===== config.mk =====
export PLATFORM = sky130hd
export DESIGN_NAME = utf8_to_utf32_or_utf16_core
export DESIGN_NICKNAME = d
export VERILOG_FILES = /design/src/rtl/utf8dec_pkg.sv /design/src/rtl/utf8_to_utf32_or_utf16_core.sv /design/src/rtl/utf8dec_regs.sv /design/src/rtl/utf8dec_decode.sv /design/src/rtl/utf8dec_outq.sv
export SDC_FILE = /design/constraint.sdc
export NUM_CORES = 1
export LEC_CHECK = 0
export BUFFER_PORTS_ARGS = -buffer_cell sky130_fd_sc_hd__buf_2
export CORE_MARGIN = 2
export CORE_UTILIZATION = 40
export CTS_CLUSTER_DIAMETER = 100
export DETAILED_ROUTE_END_ITERATION = 7
export PLACE_DENSITY_LB_ADDON = 0.3
export SYNTH_ARGS = -nofsm -noshare
export SYNTH_HDL_FRONTEND = slang
export SYNTH_HIERARCHICAL = 1
export SYNTH_SLANG_ARGS = --single-unit

===== constraint.sdc =====
create_clock -name clk -period 15.3 [get_ports clk]
set_input_delay 3.825 -clock clk [delete_from_list [all_inputs] [get_ports clk]]
set_output_delay 3.825 -clock clk [all_outputs]
set_load 0.01 [all_outputs]

===== src/rtl/utf8dec_pkg.sv =====
`timescale 1ns / 1ps
// Shared types, constants and status codes for the UTF-8 decoder core.
// Used by every module of the core; depends on nothing else.
package utf8dec_pkg;

	localparam int COUNT_WIDTH = 16;
	localparam int UNIT_W      = 21;
	localparam int OUTQ_DEPTH  = 4;
	localparam int OUTQ_AW     = $clog2(OUTQ_DEPTH);

	// Status codes carried in status words.
	localparam logic [2:0] ST_OK        = 3'd0;
	localparam logic [2:0] ST_STRAY     = 3'd1;
	localparam logic [2:0] ST_MISSING   = 3'd2;
	localparam logic [2:0] ST_SURROGATE = 3'd3;
	localparam logic [2:0] ST_TOO_BIG   = 3'd4;
	localparam logic [2:0] ST_CAPACITY  = 3'd5;
	localparam logic [2:0] ST_TRUNCATED = 3'd6;

	// Register indexes on the APB port.
	localparam logic REG_FORMAT   = 1'b0;
	localparam logic REG_CAPACITY = 1'b1;

	localparam logic FMT_UTF32 = 1'b0;
	localparam logic FMT_UTF16 = 1'b1;

	typedef struct packed {
		logic        output_format;
		logic [15:0] unit_capacity;
	} cfg_t;

	typedef struct packed {
		logic [UNIT_W-1:0] code_unit;
		logic              status_item;
		logic [2:0]        status_code;
		logic [15:0]       unit_count;
		logic              last_of_run;
	} item_t;

	typedef struct packed {
		logic [1:0] n;      // number of words produced, 0 to 2
		item_t      item0;
		item_t      item1;
	} result_t;

endpackage


===== src/rtl/utf8_to_utf32_or_utf16_core.sv =====
`timescale 1ns / 1ps
// Top level of the UTF-8 to UTF-32 / UTF-16 decoder core.
// Depends on utf8dec_pkg, utf8dec_regs, utf8dec_decode and utf8dec_outq.
//
// Usage: the slave stream carries one UTF-8 byte per word in s_axis_tdata;
// s_axis_tuser high marks the end of a string and carries no byte. The
// master stream gives code units, and for every end marker one status word
// (m_axis_tuser high) with the status code and the unit count of the string.
// m_axis_tlast is high on the last word caused by an input word.
// The APB port holds the output format (address 0) and the unit capacity
// (address 4); write them only while the core is idle.
// Path: an input word is taken into the input register, then decoded into the
// result queue once the queue has room; its result words are offered from there.
// Throughput: one input word per cycle while each gives at most one result
// and the receiver is ready; a surrogate pair leaves as two words. Rate is
// set by the single-word read port of the four-entry result queue.
// Reset clears the string state, the queue and both registers. When the
// receiver stalls, the queue fills and s_axis_tready drops once fewer than
// two free entries remain; no word is lost.
module utf8_to_utf32_or_utf16_core (
	input  logic        clk,
	input  logic        arst_n,
	input  logic        s_axis_tvalid,
	output logic        s_axis_tready,
	input  logic [7:0]  s_axis_tdata,   // [7:0] data_byte
	input  logic        s_axis_tuser,   // [0] end_mark
	output logic        m_axis_tvalid,
	input  logic        m_axis_tready,
	output logic [39:0] m_axis_tdata,   // [20:0] code_unit, [23:21] status_code, [39:24] unit_count
	output logic        m_axis_tuser,   // [0] status_item
	output logic        m_axis_tlast,
	input  logic        psel,
	input  logic        penable,
	input  logic        pwrite,
	input  logic [2:0]  paddr,
	input  logic [31:0] pwdata,
	output logic [31:0] prdata,
	output logic        pready
);
	import utf8dec_pkg::*;

	cfg_t       cfg;
	result_t    res;
	item_t      out_item;
	logic       valid_s1;
	logic [7:0] byte_s1;
	logic       end_s1;
	logic       room;
	logic       advance;
	logic       in_fire;

	assign advance       = valid_s1 & room;
	assign s_axis_tready = !valid_s1 | room;
	assign in_fire       = s_axis_tvalid & s_axis_tready;

	always_ff @(posedge clk or negedge arst_n) begin
		if (!arst_n)
			valid_s1 <= 1'b0;
		else if (in_fire)
			valid_s1 <= 1'b1;
		else if (advance)
			valid_s1 <= 1'b0;
	end

	always_ff @(posedge clk) begin
		if (in_fire) begin
			byte_s1 <= s_axis_tdata;
			end_s1  <= s_axis_tuser;
		end
	end

	utf8dec_regs u_regs (
		.clk     (clk),
		.arst_n  (arst_n),
		.psel    (psel),
		.penable (penable),
		.pwrite  (pwrite),
		.paddr   (paddr),
		.pwdata  (pwdata),
		.prdata  (prdata),
		.pready  (pready),
		.cfg     (cfg)
	);

	utf8dec_decode u_decode (
		.clk     (clk),
		.arst_n  (arst_n),
		.advance (advance),
		.byte_s1 (byte_s1),
		.end_s1  (end_s1),
		.cfg     (cfg),
		.res     (res)
	);

	utf8dec_outq u_outq (
		.clk       (clk),
		.arst_n    (arst_n),
		.push      (advance),
		.res       (res),
		.room      (room),
		.out_valid (m_axis_tvalid),
		.out_ready (m_axis_tready),
		.out_item  (out_item)
	);

	assign m_axis_tdata = {out_item.unit_count, out_item.status_code, out_item.code_unit};
	assign m_axis_tuser = out_item.status_item;
	assign m_axis_tlast = out_item.last_of_run;

endmodule


===== src/rtl/utf8dec_regs.sv =====
`timescale 1ns / 1ps
// APB configuration registers of the UTF-8 decoder core: output format and
// unit capacity. Depends on utf8dec_pkg.
module utf8dec_regs (
	input  logic                clk,
	input  logic                arst_n,
	input  logic                psel,
	input  logic                penable,
	input  logic                pwrite,
	input  logic [2:0]          paddr,
	input  logic [31:0]         pwdata,
	output logic [31:0]         prdata,
	output logic                pready,
	output utf8dec_pkg::cfg_t   cfg
);
	import utf8dec_pkg::*;

	logic        format_q;
	logic [15:0] capacity_q;
	logic        wr_en;

	assign pready = 1'b1;
	assign wr_en  = psel & penable & pwrite & pready;

	always_ff @(posedge clk or negedge arst_n) begin
		if (!arst_n) begin
			format_q   <= FMT_UTF32;
			capacity_q <= '0;
		end else if (wr_en) begin
			case (paddr[2])
				REG_FORMAT:   format_q   <= pwdata[0];
				REG_CAPACITY: capacity_q <= pwdata[15:0];
				default:      ;
			endcase
		end
	end

	always_comb begin
		case (paddr[2])
			REG_FORMAT:   prdata = {31'd0, format_q};
			REG_CAPACITY: prdata = {16'd0, capacity_q};
			default:      prdata = '0;
		endcase
	end

	assign cfg.output_format = format_q;
	assign cfg.unit_capacity = capacity_q;

endmodule


===== src/rtl/utf8dec_decode.sv =====
`timescale 1ns / 1ps
// Decode stage: holds the per-string state and turns one registered input
// word into up to two result words. Depends on utf8dec_pkg.
module utf8dec_decode (
	input  logic                   clk,
	input  logic                   arst_n,
	input  logic                   advance,
	input  logic [7:0]             byte_s1,
	input  logic                   end_s1,
	input  utf8dec_pkg::cfg_t      cfg,
	output utf8dec_pkg::result_t   res
);
	import utf8dec_pkg::*;

	localparam int SUM_W = COUNT_WIDTH + 18;
	localparam logic [SUM_W-1:0] CNT_MAX = SUM_W'((64'd1 << COUNT_WIDTH) - 64'd1);

	logic [1:0]             pend_q, pend_d;
	logic [UNIT_W-1:0]      cp_q, cp_d;
	logic [2:0]             err_q, err_d;
	logic [COUNT_WIDTH-1:0] units_q, units_d;

	logic [UNIT_W-1:0]      cp_cont;
	logic [1:0]             pend_dec;
	logic [UNIT_W-1:0]      fin_u0, fin_u1;
	logic [1:0]             fin_n;
	logic [2:0]             fin_err;
	logic [UNIT_W-1:0]      em_u0, em_u1;
	logic [1:0]             em_n;
	logic                   want_emit;
	logic [SUM_W-1:0]       sum;
	logic                   cap_hit;
	logic [19:0]            offset;
	logic [2:0]             end_code;
	logic [15:0]            end_count;

	assign cp_cont  = {cp_q[UNIT_W-7:0], byte_s1[5:0]};
	assign pend_dec = pend_q - 2'd1;
	assign offset   = 20'(cp_cont - 21'h010000);

	// Checks on a completed code point and the units it becomes.
	always_comb begin
		fin_u0  = cp_cont;
		fin_u1  = '0;
		fin_n   = 2'd1;
		fin_err = ST_OK;
		if (cfg.output_format == FMT_UTF32) begin
			if (cp_cont >= 21'h00D800 && cp_cont < 21'h00E000) begin
				fin_err = ST_SURROGATE;
				fin_n   = 2'd0;
			end
		end else if (cp_cont > 21'h10FFFF) begin
			fin_err = ST_TOO_BIG;
			fin_n   = 2'd0;
		end else if (cp_cont > 21'h00FFFF) begin
			fin_u0 = 21'h00D800 + 21'(offset[19:10]);
			fin_u1 = 21'h00DC00 | 21'(cp_cont[9:0]);
			fin_n  = 2'd2;
		end else if (cp_cont >= 21'h00D800 && cp_cont < 21'h00E000) begin
			fin_err = ST_SURROGATE;
			fin_n   = 2'd0;
		end
	end

	// Select what the byte wants to emit, then apply the capacity check once.
	always_comb begin
		want_emit = 1'b0;
		em_u0     = fin_u0;
		em_u1     = fin_u1;
		em_n      = fin_n;
		if (!end_s1 && err_q == ST_OK) begin
			if (pend_q == 2'd0) begin
				if (byte_s1 < 8'h80) begin
					want_emit = 1'b1;
					em_u0     = 21'(byte_s1);
					em_u1     = '0;
					em_n      = 2'd1;
				end
			end else if (byte_s1[7:6] == 2'b10 && pend_dec == 2'd0 && fin_n != 2'd0) begin
				want_emit = 1'b1;
			end
		end
	end

	assign sum     = SUM_W'(units_q) + SUM_W'(em_n);
	assign cap_hit = (cfg.unit_capacity != 16'd0) && (sum >= SUM_W'(cfg.unit_capacity));

	always_comb begin
		if (err_q != ST_OK)
			end_code = err_q;
		else if (pend_q != 2'd0)
			end_code = ST_TRUNCATED;
		else
			end_code = ST_OK;
		if (end_code != ST_OK)
			end_count = '0;
		else if (SUM_W'(units_q) > SUM_W'(17'h0FFFF))
			end_count = 16'hFFFF;
		else
			end_count = 16'(units_q);
	end

	always_comb begin
		pend_d  = pend_q;
		cp_d    = cp_q;
		err_d   = err_q;
		units_d = units_q;
		res     = '0;
		if (end_s1) begin
			res.n                 = 2'd1;
			res.item0.status_item = 1'b1;
			res.item0.status_code = end_code;
			res.item0.unit_count  = end_count;
			res.item0.last_of_run = 1'b1;
			pend_d  = '0;
			cp_d    = '0;
			err_d   = ST_OK;
			units_d = '0;
		end else if (err_q == ST_OK) begin
			if (pend_q == 2'd0) begin
				if (byte_s1 >= 8'hF0) begin
					cp_d   = 21'(byte_s1[2:0]);
					pend_d = 2'd3;
				end else if (byte_s1 >= 8'hE0) begin
					cp_d   = 21'(byte_s1[3:0]);
					pend_d = 2'd2;
				end else if (byte_s1 >= 8'hC0) begin
					cp_d   = 21'(byte_s1[4:0]);
					pend_d = 2'd1;
				end else if (byte_s1 >= 8'h80) begin
					err_d = ST_STRAY;
				end
			end else if (byte_s1[7:6] != 2'b10) begin
				err_d  = ST_MISSING;
				pend_d = '0;
			end else begin
				cp_d   = cp_cont;
				pend_d = pend_dec;
				if (pend_dec == 2'd0 && fin_n == 2'd0)
					err_d = fin_err;
			end
			if (want_emit) begin
				if (cap_hit) begin
					err_d = ST_CAPACITY;
				end else begin
					res.n               = em_n;
					res.item0.code_unit = em_u0;
					res.item1.code_unit = em_u1;
					if (em_n == 2'd2)
						res.item1.last_of_run = 1'b1;
					else
						res.item0.last_of_run = 1'b1;
					units_d = (sum > CNT_MAX) ? COUNT_WIDTH'(CNT_MAX) : COUNT_WIDTH'(sum);
				end
			end
		end
	end

	always_ff @(posedge clk or negedge arst_n) begin
		if (!arst_n) begin
			pend_q  <= '0;
			cp_q    <= '0;
			err_q   <= ST_OK;
			units_q <= '0;
		end else if (advance) begin
			pend_q  <= pend_d;
			cp_q    <= cp_d;
			err_q   <= err_d;
			units_q <= units_d;
		end
	end

endmodule


===== src/rtl/utf8dec_outq.sv =====
`timescale 1ns / 1ps
// Result queue of the UTF-8 decoder core: takes up to two words a cycle
// and hands out one while the receiver is ready. Depends on utf8dec_pkg.
module utf8dec_outq (
	input  logic                  clk,
	input  logic                  arst_n,
	input  logic                  push,
	input  utf8dec_pkg::result_t  res,
	output logic                  room,
	output logic                  out_valid,
	input  logic                  out_ready,
	output utf8dec_pkg::item_t    out_item
);
	import utf8dec_pkg::*;

	item_t                entry_q [OUTQ_DEPTH];
	logic [OUTQ_AW-1:0]   wr_ptr_q, rd_ptr_q;
	logic [OUTQ_AW:0]     count_q;
	logic [1:0]           n_push;
	logic                 pop;

	assign n_push    = push ? res.n : 2'd0;
	assign out_valid = (count_q != '0);
	assign pop       = out_valid & out_ready;
	// A pair of words must always fit, whatever the receiver does.
	assign room      = (count_q <= (OUTQ_AW+1)'(OUTQ_DEPTH - 2));
	assign out_item  = entry_q[rd_ptr_q];

	always_ff @(posedge clk) begin
		if (n_push != 2'd0)
			entry_q[wr_ptr_q] <= res.item0;
		if (n_push == 2'd2)
			entry_q[wr_ptr_q + OUTQ_AW'(1)] <= res.item1;
	end

	always_ff @(posedge clk or negedge arst_n) begin
		if (!arst_n) begin
			wr_ptr_q <= '0;
			rd_ptr_q <= '0;
			count_q  <= '0;
		end else begin
			wr_ptr_q <= wr_ptr_q + OUTQ_AW'(n_push);
			if (pop)
				rd_ptr_q <= rd_ptr_q + OUTQ_AW'(1);
			count_q <= count_q + (OUTQ_AW+1)'(n_push) - (OUTQ_AW+1)'(pop);
		end
	end

endmodule


==> impl_metrics.env, run 1 <==
export IMPL_grt_use_total_pct=17.07
export IMPL_worstPathRequired_ns=11.48
export IMPL_ys_ff_latch=238
export IMPL_ys_types=78
export IMPL_vdd_drop_max_mv=0.08791
export IMPL_cts_sinks=238
export IMPL_arrival_ns=4.58
export IMPL_viasPerCell=5.241
export IMPL_critPathMaxStageDelay_ns=0.36
export IMPL_worstSkewPairLatency_ns=0.53
export IMPL_avgSynthCellArea_um2=13.71
export IMPL_tightestPinTransition_ns=1.234
export IMPL_clkTransAtPathRegs_ns=0.07
export IMPL_dr_pass1_iters=5
export IMPL_period_minus_slack_ns=8.408
export IMPL_synth_edf_count=177
export IMPL_cts_resized=0
export IMPL_fin_setup_tns_ns=0
export IMPL_htree_levels=1
export IMPL_path_cells="buf_2 > mux2_2 > buf_2"
export IMPL_synth_area_mm2=0.01367
export IMPL_antenna_found_initial=0
export IMPL_status="finished, final reports clean"
export IMPL_core_rowCount=67
export IMPL_nFillCells=3027
export IMPL_drive_gt1_share_pct=36.93
export IMPL_async_flop_share_pct=25.63
export IMPL_synthCells=997
export IMPL_power_mw=2.275
export IMPL_synth_seq_area_share_pct=50.05
export IMPL_p_per_area_mw_per_mm2=151.2
export IMPL_whs_ns=0.4949
export IMPL_synth_top_cell_area_share_pct=38.89
export IMPL_drc_errors=0
export IMPL_skew_ns=0.01193
export IMPL_hpwl_um=18700
export IMPL_grt_overflow=0
export IMPL_synth_most_common_cell="edfxtp_1"
export IMPL_grt_pass1_vias=8354
export IMPL_yosys_area_top_type="edfxtp_1"
export IMPL_dieArea_mm2=0.03566
export IMPL_avgRoutedWirePerCell_um=19.75
export IMPL_final_setup_viol_count=0
export IMPL_cts_path_max_buffers=3
export IMPL_cpMaxStageDelayCell="mux2_2"
export IMPL_area_delta_synth_final_pct=10.04
export IMPL_initial_core_util_pct=40.66
export IMPL_synthTopCellsByArea="edfxtp_1 39%, dfrtp_1 11%, mux2_2 11%"
export IMPL_die_x_um=188.9
export IMPL_core_area_mm2=0.03362
export IMPL_cap_violations=0
export IMPL_cts_root_buf="clkbuf_16"
export IMPL_p_leak_nw=6.245
export IMPL_min_period_over_period_pct=54.95
export IMPL_min_path_type="register to register"
export IMPL_cts_tree="built"
export IMPL_worst_path_most_repeated_cell="buf_2"
export IMPL_crit_fanout=18
export IMPL_diodes=0
export IMPL_synth_common_cells="177 x edfxtp_1, 129 x mux2_2, 61 x dfrtp_1, 54 x nand2_1"
export IMPL_drt_initial_drc_count=370
export IMPL_grt_pass1_wl_um=47450
export IMPL_ant_nets=0
export IMPL_finalMaxSlewViolations=0
export IMPL_cp_buffers_inverters=2
export IMPL_crit_type="primary input to output pin"
export IMPL_cp_end_kind="output pin"
export IMPL_cts_buffers=26
export IMPL_post_cts_repair_setup_buffers=0
export IMPL_slew_headroom_pct=17.75
export IMPL_fmax_mhz=118.9
export IMPL_die_h_um=188.9
export IMPL_grt_start_max_net_pins=62
export IMPL_hold_violations=0
export IMPL_globalplace_congestion=0.8227
export IMPL_finalNetCount=1143
export IMPL_ctsHoldBuffers=0
export IMPL_rsz0062_at_grt="no"
export IMPL_cp_start_kind="primary input"
export IMPL_ios=128
export IMPL_crit_family="buffers and inverters"
export IMPL_drt_wl_total_um=30240
export IMPL_port_buffers=92
export IMPL_ys_warn_count=6
export IMPL_via_count=8024
export IMPL_synth_main_ff_cell="edfxtp_1"
[final timing paths]
kind,from,to,slack (ns),depth (start not counted)
setup reg to reg,u_decode/pend_q[0],u_outq/entry_q[3][15],7.48,24
hold / removal,u_decode/pend_q[1],u_decode/pend_q[1],0.49,1
setup / recovery,paddr[2],prdata[0],6.89,3
hold reg to reg,u_decode/pend_q[1],u_decode/pend_q[1],0.49,1
max in group asynchronous,arst_n,u_outq/rd_ptr_q[1],11.26,2
min in group asynchronous,arst_n,u_regs/capacity_q[6],3.46,2
[power by group]
group          internal (mW)  total, mW  switching (mW)
clock                  0.353      0.604           0.251
combinational          0.326      0.773           0.447
sequential             0.820      0.897          0.0770
[layer usage]
metal / track usage (%) / part of all wire, %
met1: 24.58 / 47
met2: 27.59 / 46
met3: 2.187 / 5.5
met4: 3.936 / 1.8
met5: 0 / 0
[kinds of logic after synthesis]
group,Yosys count,synth area share [%]
adder cells (fa/ha/maj),28,2.673
buffers and inverters,143,6.426
other,3,0.08238
XOR/XNOR,21,1.346
multiplexers,237,24.32
AND/OR/NAND/NOR,249,10.49
AO/OA/AOI/OAI,78,4.605
flip-flops,238,50.05
[cells in the final DEF, fill, tap and decap left out, types with 26 or more instances in the layout]
master and n:
nor2_1 47, dfrtp_1 59, inv_1 38, mux2_4 51
clkbuf_16 27, conb_1 43, mux4_2 42, ha_1 26
buf_2 92, and2_1 47, mux2_2 129, nand2_1 54
edfxtp_1 177
[per-stage QoR]
step | cell area [um^2] | util, % | setup slack (ns) | instances
global route | 15040 | 44.74 | 6.822 | 1531
global placement | 14220 | 42.32 | 6.897 | 1484
detailed placement | 14220 | 42.32 | 6.875 | 1484
CTS | 15040 | 44.74 | 6.874 | 1531
finish | 15040 | 44.74 | 6.892 | 1531
floorplan | 13820 | - | 7.175 | 1037
[flip-flops by register name (all words and copies together), names as in the netlist, 2 cells and up]
signal,flops
u_outq/entry_q,168
u_decode/err_q,3
byte_s1,8
u_outq/rd_ptr_q,2
u_outq/wr_ptr_q,2
u_decode/units_q,16
u_regs/capacity_q,16
u_outq/count_q,3
u_decode/pend_q,2
u_decode/cp_q,15
[worst register-to-register path, stage by stage (launching register included)]
cell	delay, ns
dfrtp_1	0.41
inv_1	0.07
ha_1	0.47
nor2b_1	0.55
nand2_1	0.32
o21ai_0	0.25
ha_1	0.25
inv_1	0.06
fa_1	0.43
nand3b_2	0.33
nor3_4	0.38
nand3_1	0.14
xnor2_1	0.36
ha_1	0.32
o21ai_0	0.10
o21ai_0	0.11
a221oi_1	0.28
nand4_1	0.29
a21boi_4	0.39
nand2_1	0.14
nand2_1	0.39
mux2_2	0.24
nand2_1	0.13
nor2_4	0.49
buf_4	0.55
[layout make-up]
type / count / area (um^2) / share of cell area, %
Sequential cell: 238 / 6844 / 45.50
Clock inverter: 15 / 121.4 / 0.8069
Inverter: 39 / 146.4 / 0.9733
Multi-Input combinational cell: 656 / 6131 / 40.76
Clock buffer: 32 / 694.4 / 4.617
Tap cell: 448 / 560.5 / 3.727
Timing Repair Buffer: 103 / 543.0 / 3.610
No activity file was read; power rests on OpenSTA's default activity.
==> run 2, diff against run 1 <==
ABC_AREA = 1   (was unset)
clock period = 7.3 ns   (was 15.3 ns; I/O delays follow)
==> impl_metrics.env, run 2 <==
export IMPL_grt_pass1_vias=12090
export IMPL_synth_area_mm2=0.01465
export IMPL_worstSkewPairLatency_ns=0.54
export IMPL_avgSynthCellArea_um2=7.589
export IMPL_min_period_over_period_pct=91.68
export IMPL_power_mw=5.322
export IMPL_antenna_found_initial=0
export IMPL_ant_nets=0
export IMPL_grt_use_total_pct=20.65
export IMPL_worst_path_most_repeated_cell="inv_1"
export IMPL_drt_initial_drc_count=1206
export IMPL_cp_end_kind="register"
export IMPL_yosys_area_top_type="edfxtp_1"
export IMPL_crit_type="register to register"
export IMPL_hold_violations=0
export IMPL_viasPerCell=5.097
export IMPL_port_buffers=92
export IMPL_multi_input_area_mm2=0.006344
export IMPL_layout_common_cells="709 x nand2_1, 224 x nand3_1, 183 x inv_1, 177 x edfxtp_1, 146 x nor2_1"
export IMPL_cap_violations=0
export IMPL_dieArea_mm2=0.03818
export IMPL_async_flop_share_pct=25.63
export IMPL_nFillCells=3537
export IMPL_hpwl_um=24970
export IMPL_tightestPinTransition_ns=1.097
export IMPL_core_area_mm2=0.03635
export IMPL_skew_ns=0.01338
export IMPL_hold_path_depth=2
export IMPL_rsz0062_at_grt="no"
export IMPL_cts_sinks=238
export IMPL_status="finished, final reports clean"
export IMPL_critPathMaxStageDelay_ns=0.40
export IMPL_synth_top_cell_area_share_pct=36.27
export IMPL_avgRoutedWirePerCell_um=15.84
export IMPL_post_cts_repair_setup_buffers=0
export IMPL_min_to="u_outq/rd_ptr_q[1]"
export IMPL_die_x_um=195.4
export IMPL_mostFrequentLayoutCell="nand2_1"
export IMPL_crit_fanout=19
export IMPL_vdd_drop_max_mv=0.2494
export IMPL_synth_common_cells="713 x nand2_1, 224 x nand3_1, 186 x inv_1, 177 x edfxtp_1, 146 x nor2_1"
export IMPL_synthCells=1931
export IMPL_ys_warn_count=6
export IMPL_largest_register="u_outq/entry_q"
export IMPL_slew_headroom_pct=26.41
export IMPL_fin_ws_ns=0.6074
export IMPL_synthTopCellsByArea="edfxtp_1 36%, nand2_1 18%, dfrtp_1 10%"
export IMPL_initial_core_util_pct=40.32
export IMPL_fin_setup_tns_ns=0
export IMPL_cts_buffers=27
export IMPL_synth_seq_area_share_pct=46.69
export IMPL_whs_ns=0.5012
export IMPL_r2r_cells=38
export IMPL_dr_pass1_iters=6
export IMPL_ys_ff_latch=238
export IMPL_drt_wl_total_um=38950
export IMPL_fmax_mhz=149.4
export IMPL_synth_main_ff_cell="edfxtp_1"
export IMPL_clkTransAtPathRegs_ns=0.06
export IMPL_final_util_pct=44.29
export IMPL_arrival_ns=6.93
export IMPL_drc_errors=0
export IMPL_finalMaxSlewViolations=0
export IMPL_cpMaxStageDelayCell="dfrtp_1"
export IMPL_synth_edf_count=177
export IMPL_ctsHoldBuffers=0
export IMPL_core_rowCount=70
export IMPL_grt_pass1_wl_um=63640
export IMPL_grt_overflow=0
export IMPL_cts_path_max_buffers=3
export IMPL_p_leak_nw=7.834
export IMPL_timing_rr_end="u_outq/entry_q[1][4]"
export IMPL_grt_start_max_net_pins=75
export IMPL_cp_start_kind="register"
export IMPL_period_minus_slack_ns=6.693
export IMPL_cts_tree="built"
export IMPL_die_h_um=195.4
export IMPL_reg_largest_list="u_outq/entry_q (168), u_decode/units_q (16), u_regs/capacity_q (16)"
export IMPL_hp_start="u_outq/rd_ptr_q[1]"
export IMPL_htree_levels=1
export IMPL_area_delta_synth_final_pct=9.845
export IMPL_diodes=0
export IMPL_cts_root_buf="clkbuf_16"
export IMPL_min_path_type="register to register"
export IMPL_ios=128
export IMPL_final_setup_viol_count=0
export IMPL_largest_register_ffs=168
export IMPL_dpl_worst_slack_ns=0.5287
export IMPL_globalplace_congestion=0.9284
export IMPL_seqCellArea_mm2=0.006845
export IMPL_p_per_area_mw_per_mm2=330.6
export IMPL_synth_most_common_cell="nand2_1"
export IMPL_drive_gt1_share_pct=10.95
export IMPL_finalNetCount=2050
export IMPL_via_count=12530
export IMPL_worstPathRequired_ns=7.54
export IMPL_regToRegSetupSlack_ns=0.61
export IMPL_ys_types=42
export IMPL_r2r_start="u_decode/pend_q[0]"
## run 2: cell families (layout without fill, tap and decap cells)
logic type	Yosys count	count (layout)	synth area share (%)
flip-flops	238	238	46.69
AND/OR/NAND/NOR	1161	1161	33.62
buffers and inverters	342	361	11.15
AO/OA/AOI/OAI	155	155	5.729
adder cells (fa/ha/maj)	28	28	2.493
XOR/XNOR	4	4	0.2391
other	3	43	0.07684
## run 2: layer usage
| layer | vias up | part of all wire [%] | GRT usage [%] |
|---|---|---|---|
| li1 | 6200 | - | - |
| met1 | 5813 | 45 | 28.38 |
| met2 | 458 | 46 | 34.74 |
| met3 | 58 | 7.0 | 2.211 |
| met4 | 0 | 1.7 | 5.598 |
| met5 | - | 0 | 0 |
## run 2: worst max path at each step
stage / slack, ns / startpoint / cells past startpoint / to
2_1_floorplan: 0.89 / u_decode/pend_q[0] / 40 / u_outq/entry_q[1][0]
3_3_place_gp: 0.66 / u_decode/cp_q[10] / 36 / u_outq/entry_q[1][5]
3_5_place_dp: 0.53 / u_decode/cp_q[10] / 36 / u_outq/entry_q[1][5]
4_1_cts: 0.49 / u_decode/cp_q[10] / 36 / u_outq/entry_q[1][4]
5_1_grt: 0.02 / u_decode/pend_q[0] / 38 / u_outq/entry_q[1][4]
6_report: 0.61 / u_decode/pend_q[0] / 38 / u_outq/entry_q[1][4]
## run 2: repair_timing
item,CTS,global route
resized for setup,0,2
endpoints found under the setup margin,0,106
endpoints found under the hold margin,0,0
## run 2: final cells by class
type / count / area share (%)
Clock buffer: 32 / 4.314
Tap cell: 468 / 3.638
Clock inverter: 16 / 0.9872
Inverter: 192 / 4.501
Sequential cell: 238 / 42.53
Timing Repair Buffer: 121 / 4.625
Multi-Input combinational cell: 1391 / 39.41
## run 2: critical path: cells and delay by family (launching register included)
family | cells | cell delay (ns)
AO/OA/AOI/OAI | 3 | 0.55
adder cells (fa/ha/maj) | 4 | 1.23
buffers and inverters | 12 | 1.39
flip-flops | 1 | 0.40
AND/OR/NAND/NOR | 19 | 2.80
## run 2: where the power goes
part	leakage, nW	switching (mW)	internal (mW)	total [mW]
Clock	0.409	0.537	0.782	1.32
Sequential	2.44	0.180	1.73	1.91
Combinational	4.98	1.49	0.599	2.09
Total	7.83	2.21	3.11	5.32
## run 2: through the flow
stage / cell area, um^2 / std cells
final: 16100 / 2458
after detailed placement: 15240 / 2410
after CTS: 16090 / 2458
after global routing: 16100 / 2458
after global placement: 15240 / 2410
after floorplan: 14800 / 1971
==> run 3, diff against run 2 <==
ABC_AREA = unset   (was 1)
==> impl_metrics.env, run 3 (synthesis gave the netlist of run 1 again) <==
export IMPL_die_h_um=188.9
export IMPL_fmax_mhz=146.6
export IMPL_vdd_drop_max_mv=0.1943
export IMPL_p_leak_nw=6.370
export IMPL_r2r_start="byte_s1[2]"
export IMPL_min_path_type="register to register"
export IMPL_crit_fanout=32
export IMPL_core_rowCount=67
export IMPL_nFillCells=3012
export IMPL_grt_pass1_wl_um=46910
export IMPL_drt_initial_drc_count=576
export IMPL_cts_buffers=26
export IMPL_cp_buffers_inverters=3
export IMPL_post_cts_repair_setup_buffers=0
export IMPL_cpMaxStageDelayCell="edfxtp_1"
export IMPL_crit_family="simple AND/OR/NAND/NOR gates"
export IMPL_cts_resized=0
export IMPL_tightestPinTransition_ns=0.9754
export IMPL_worstPathRequired_ns=7.57
export IMPL_slew_headroom_pct=34.97
export IMPL_dr_pass1_iters=5
export IMPL_skew_ns=0.01339
export IMPL_p_int_mw=3.284
export IMPL_cts_path_max_buffers=3
export IMPL_die_x_um=188.9
export IMPL_dieArea_mm2=0.03566
export IMPL_core_area_mm2=0.03362
export IMPL_clkTransAtPathRegs_ns=0.06
export IMPL_finalMaxSlewViolations=0
export IMPL_area_delta_synth_final_pct=12.11
export IMPL_rsz0062_at_grt="no"
export IMPL_cts_root_buf="clkbuf_16"
export IMPL_p_per_area_mw_per_mm2=321.0
export IMPL_mostFrequentLayoutCell="edfxtp_1"
export IMPL_power_frac_comb_pct=32.5
export IMPL_drt_wl_total_um=29940
export IMPL_avgRoutedWirePerCell_um=19.38
export IMPL_p_seq_share_pct=39.2
export IMPL_crit_type="register to register"
export IMPL_cts_sinks=238
export IMPL_cp_end_kind="register"
export IMPL_cts_tree="built"
export IMPL_grt_use_total_pct=16.79
export IMPL_min_to="u_decode/pend_q[1]"
export IMPL_final_setup_viol_count=0
export IMPL_layout_common_cells="177 x edfxtp_1, 129 x mux2_2, 92 x buf_2, 59 x dfrtp_1, 54 x nand2_1"
export IMPL_grt_pass1_vias=8151
export IMPL_r2r_cells=23
export IMPL_finalNetCount=1156
export IMPL_p_sw_share_pct=33.23
export IMPL_reg_largest_list="u_outq/entry_q (168), u_decode/units_q (16), u_regs/capacity_q (16)"
export IMPL_cp_start_kind="register"
export IMPL_clock_power_share_pct=28.3
export IMPL_drc_errors=0
export IMPL_hpwl_um=18860
export IMPL_status="finished, final reports clean"
export IMPL_grt_overflow=0
export IMPL_arrival_ns=7.09
export IMPL_fin_setup_tns_ns=0
export IMPL_regToRegSetupSlack_ns=0.48
export IMPL_drive_gt1_share_pct=38.38
export IMPL_timing_rr_end="u_outq/entry_q[3][6]"
export IMPL_ctsHoldBuffers=0
export IMPL_ios=128
export IMPL_largest_register="u_outq/entry_q"
export IMPL_diodes=0
export IMPL_switchingPower_mw=1.634
export IMPL_path_cells="nand4_1 > nor4_4 > mux2i_1 > o21a_1 > o21ai_0 > ha_1 > inv_1 > fa_1 > nand3b_2 > nor3_4 > and3_1 > xor2_1 > ha_1 > nand2_1 > inv_1 > a221oi_1 > nand4_1 > a21bo_4 > nor3_4 > nand2_2 > or4_4 > buf_4 > mux2_4"
export IMPL_ant_nets=0
export IMPL_via_count=8062
export IMPL_grt_start_max_net_pins=62
export IMPL_whs_ns=0.4996
export IMPL_hold_path_depth=1
export IMPL_port_buffers=92
export IMPL_min_period_over_period_pct=93.44
export IMPL_period_minus_slack_ns=6.821
export IMPL_htree_levels=1
export IMPL_cap_violations=0
export IMPL_critPathMaxStageDelay_ns=0.50
export IMPL_hold_violations=0
export IMPL_hp_start="u_decode/pend_q[1]"
export IMPL_initial_core_util_pct=40.66
export IMPL_viasPerCell=5.218
export IMPL_largest_register_ffs=168
export IMPL_globalplace_congestion=0.8363
export IMPL_antenna_found_initial=0
export IMPL_worstSkewPairLatency_ns=0.53
==> run 3: changes by cell type in the layout (fill, tap and decap cells not counted), sizes merged, moves of 17 or more <==
cell,previous run,this run
nand2,723,56
nand3,228,25
mux2,0,188
inv,193,39
nor2,163,49
o21ai,120,15
and2,0,48
mux4,0,42
a21oi,26,9
==> run 3: how the worst max path moves through the flow <==
stage | start | to | slack [ns] | cells past startpoint
final | byte_s1[2] | u_outq/entry_q[3][6] | 0.48 | 23
after detailed placement | byte_s1[2] | u_outq/entry_q[3][38] | 0.51 | 23
after global placement | byte_s1[2] | u_outq/entry_q[3][37] | 0.60 | 23
after floorplan | u_decode/cp_q[6] | u_outq/entry_q[1][0] | -0.14 | 23
after global routing | u_decode/cp_q[11] | u_outq/count_q[2] | 0.03 | 28
after CTS | byte_s1[2] | u_outq/entry_q[3][6] | 0.49 | 23
==> run 3: through the flow <==
step	utilization, %	cells	area [um^2]	total power, mW	setup slack (ns)
final	45.58	1545	15320	4.919	0.4790
after global routing	45.58	1545	15320	5.193	0.02592
after CTS	45.58	1545	15320	4.976	0.4907
after detailed placement	42.87	1497	14410	3.579	0.5120
after global placement	42.87	1497	14410	3.559	0.6038
after floorplan	-	1037	13820	3.047	-0.1380
==> run 3: layout make-up <==
cell class                 count  area (um^2)  share of cell area [%]
sequential                   238         6844                   44.66
multi-input combinational    656         6131                   40.01
timing repair buffer         116        728.2                   4.752
clock buffer                  28        679.4                   4.434
tap                          448        560.5                   3.658
clock inverter                20        234.0                   1.527
inverter                      39        146.4                  0.9553
==> run 3: metal layers <==
layer,vias to the layer above,track usage (%),wire length (um)
li1,3810,-,-
met1,4003,24.23,14170
met2,221,27.26,13840
met3,28,2.243,1536
met4,0,3.335,392
met5,-,0,0
==> run 3: worst reg2reg max path, delay by kind of cell, from the launching register on <==
family                   cells  cell delay, ns
multiplexers                 2            0.57
adder cells (fa/ha/maj)      3            0.99
AO/OA/AOI/OAI                4            1.09
AND/OR/NAND/NOR             10            2.70
buffers and inverters        3            0.47
XOR/XNOR                     1            0.26
flip-flops                   1            0.50
==> run 3: power groups by stage <==
stage / registers (mW) / clock network [mW] / logic [mW]
3_3_place_gp: 1.96 / 0 / 1.60
6_report: 1.93 / 1.39 / 1.60
4_1_cts: 1.94 / 1.42 / 1.62
5_1_grt: 1.97 / 1.48 / 1.75
3_5_place_dp: 1.97 / 0 / 1.61
2_1_floorplan: 1.83 / 0 / 1.22
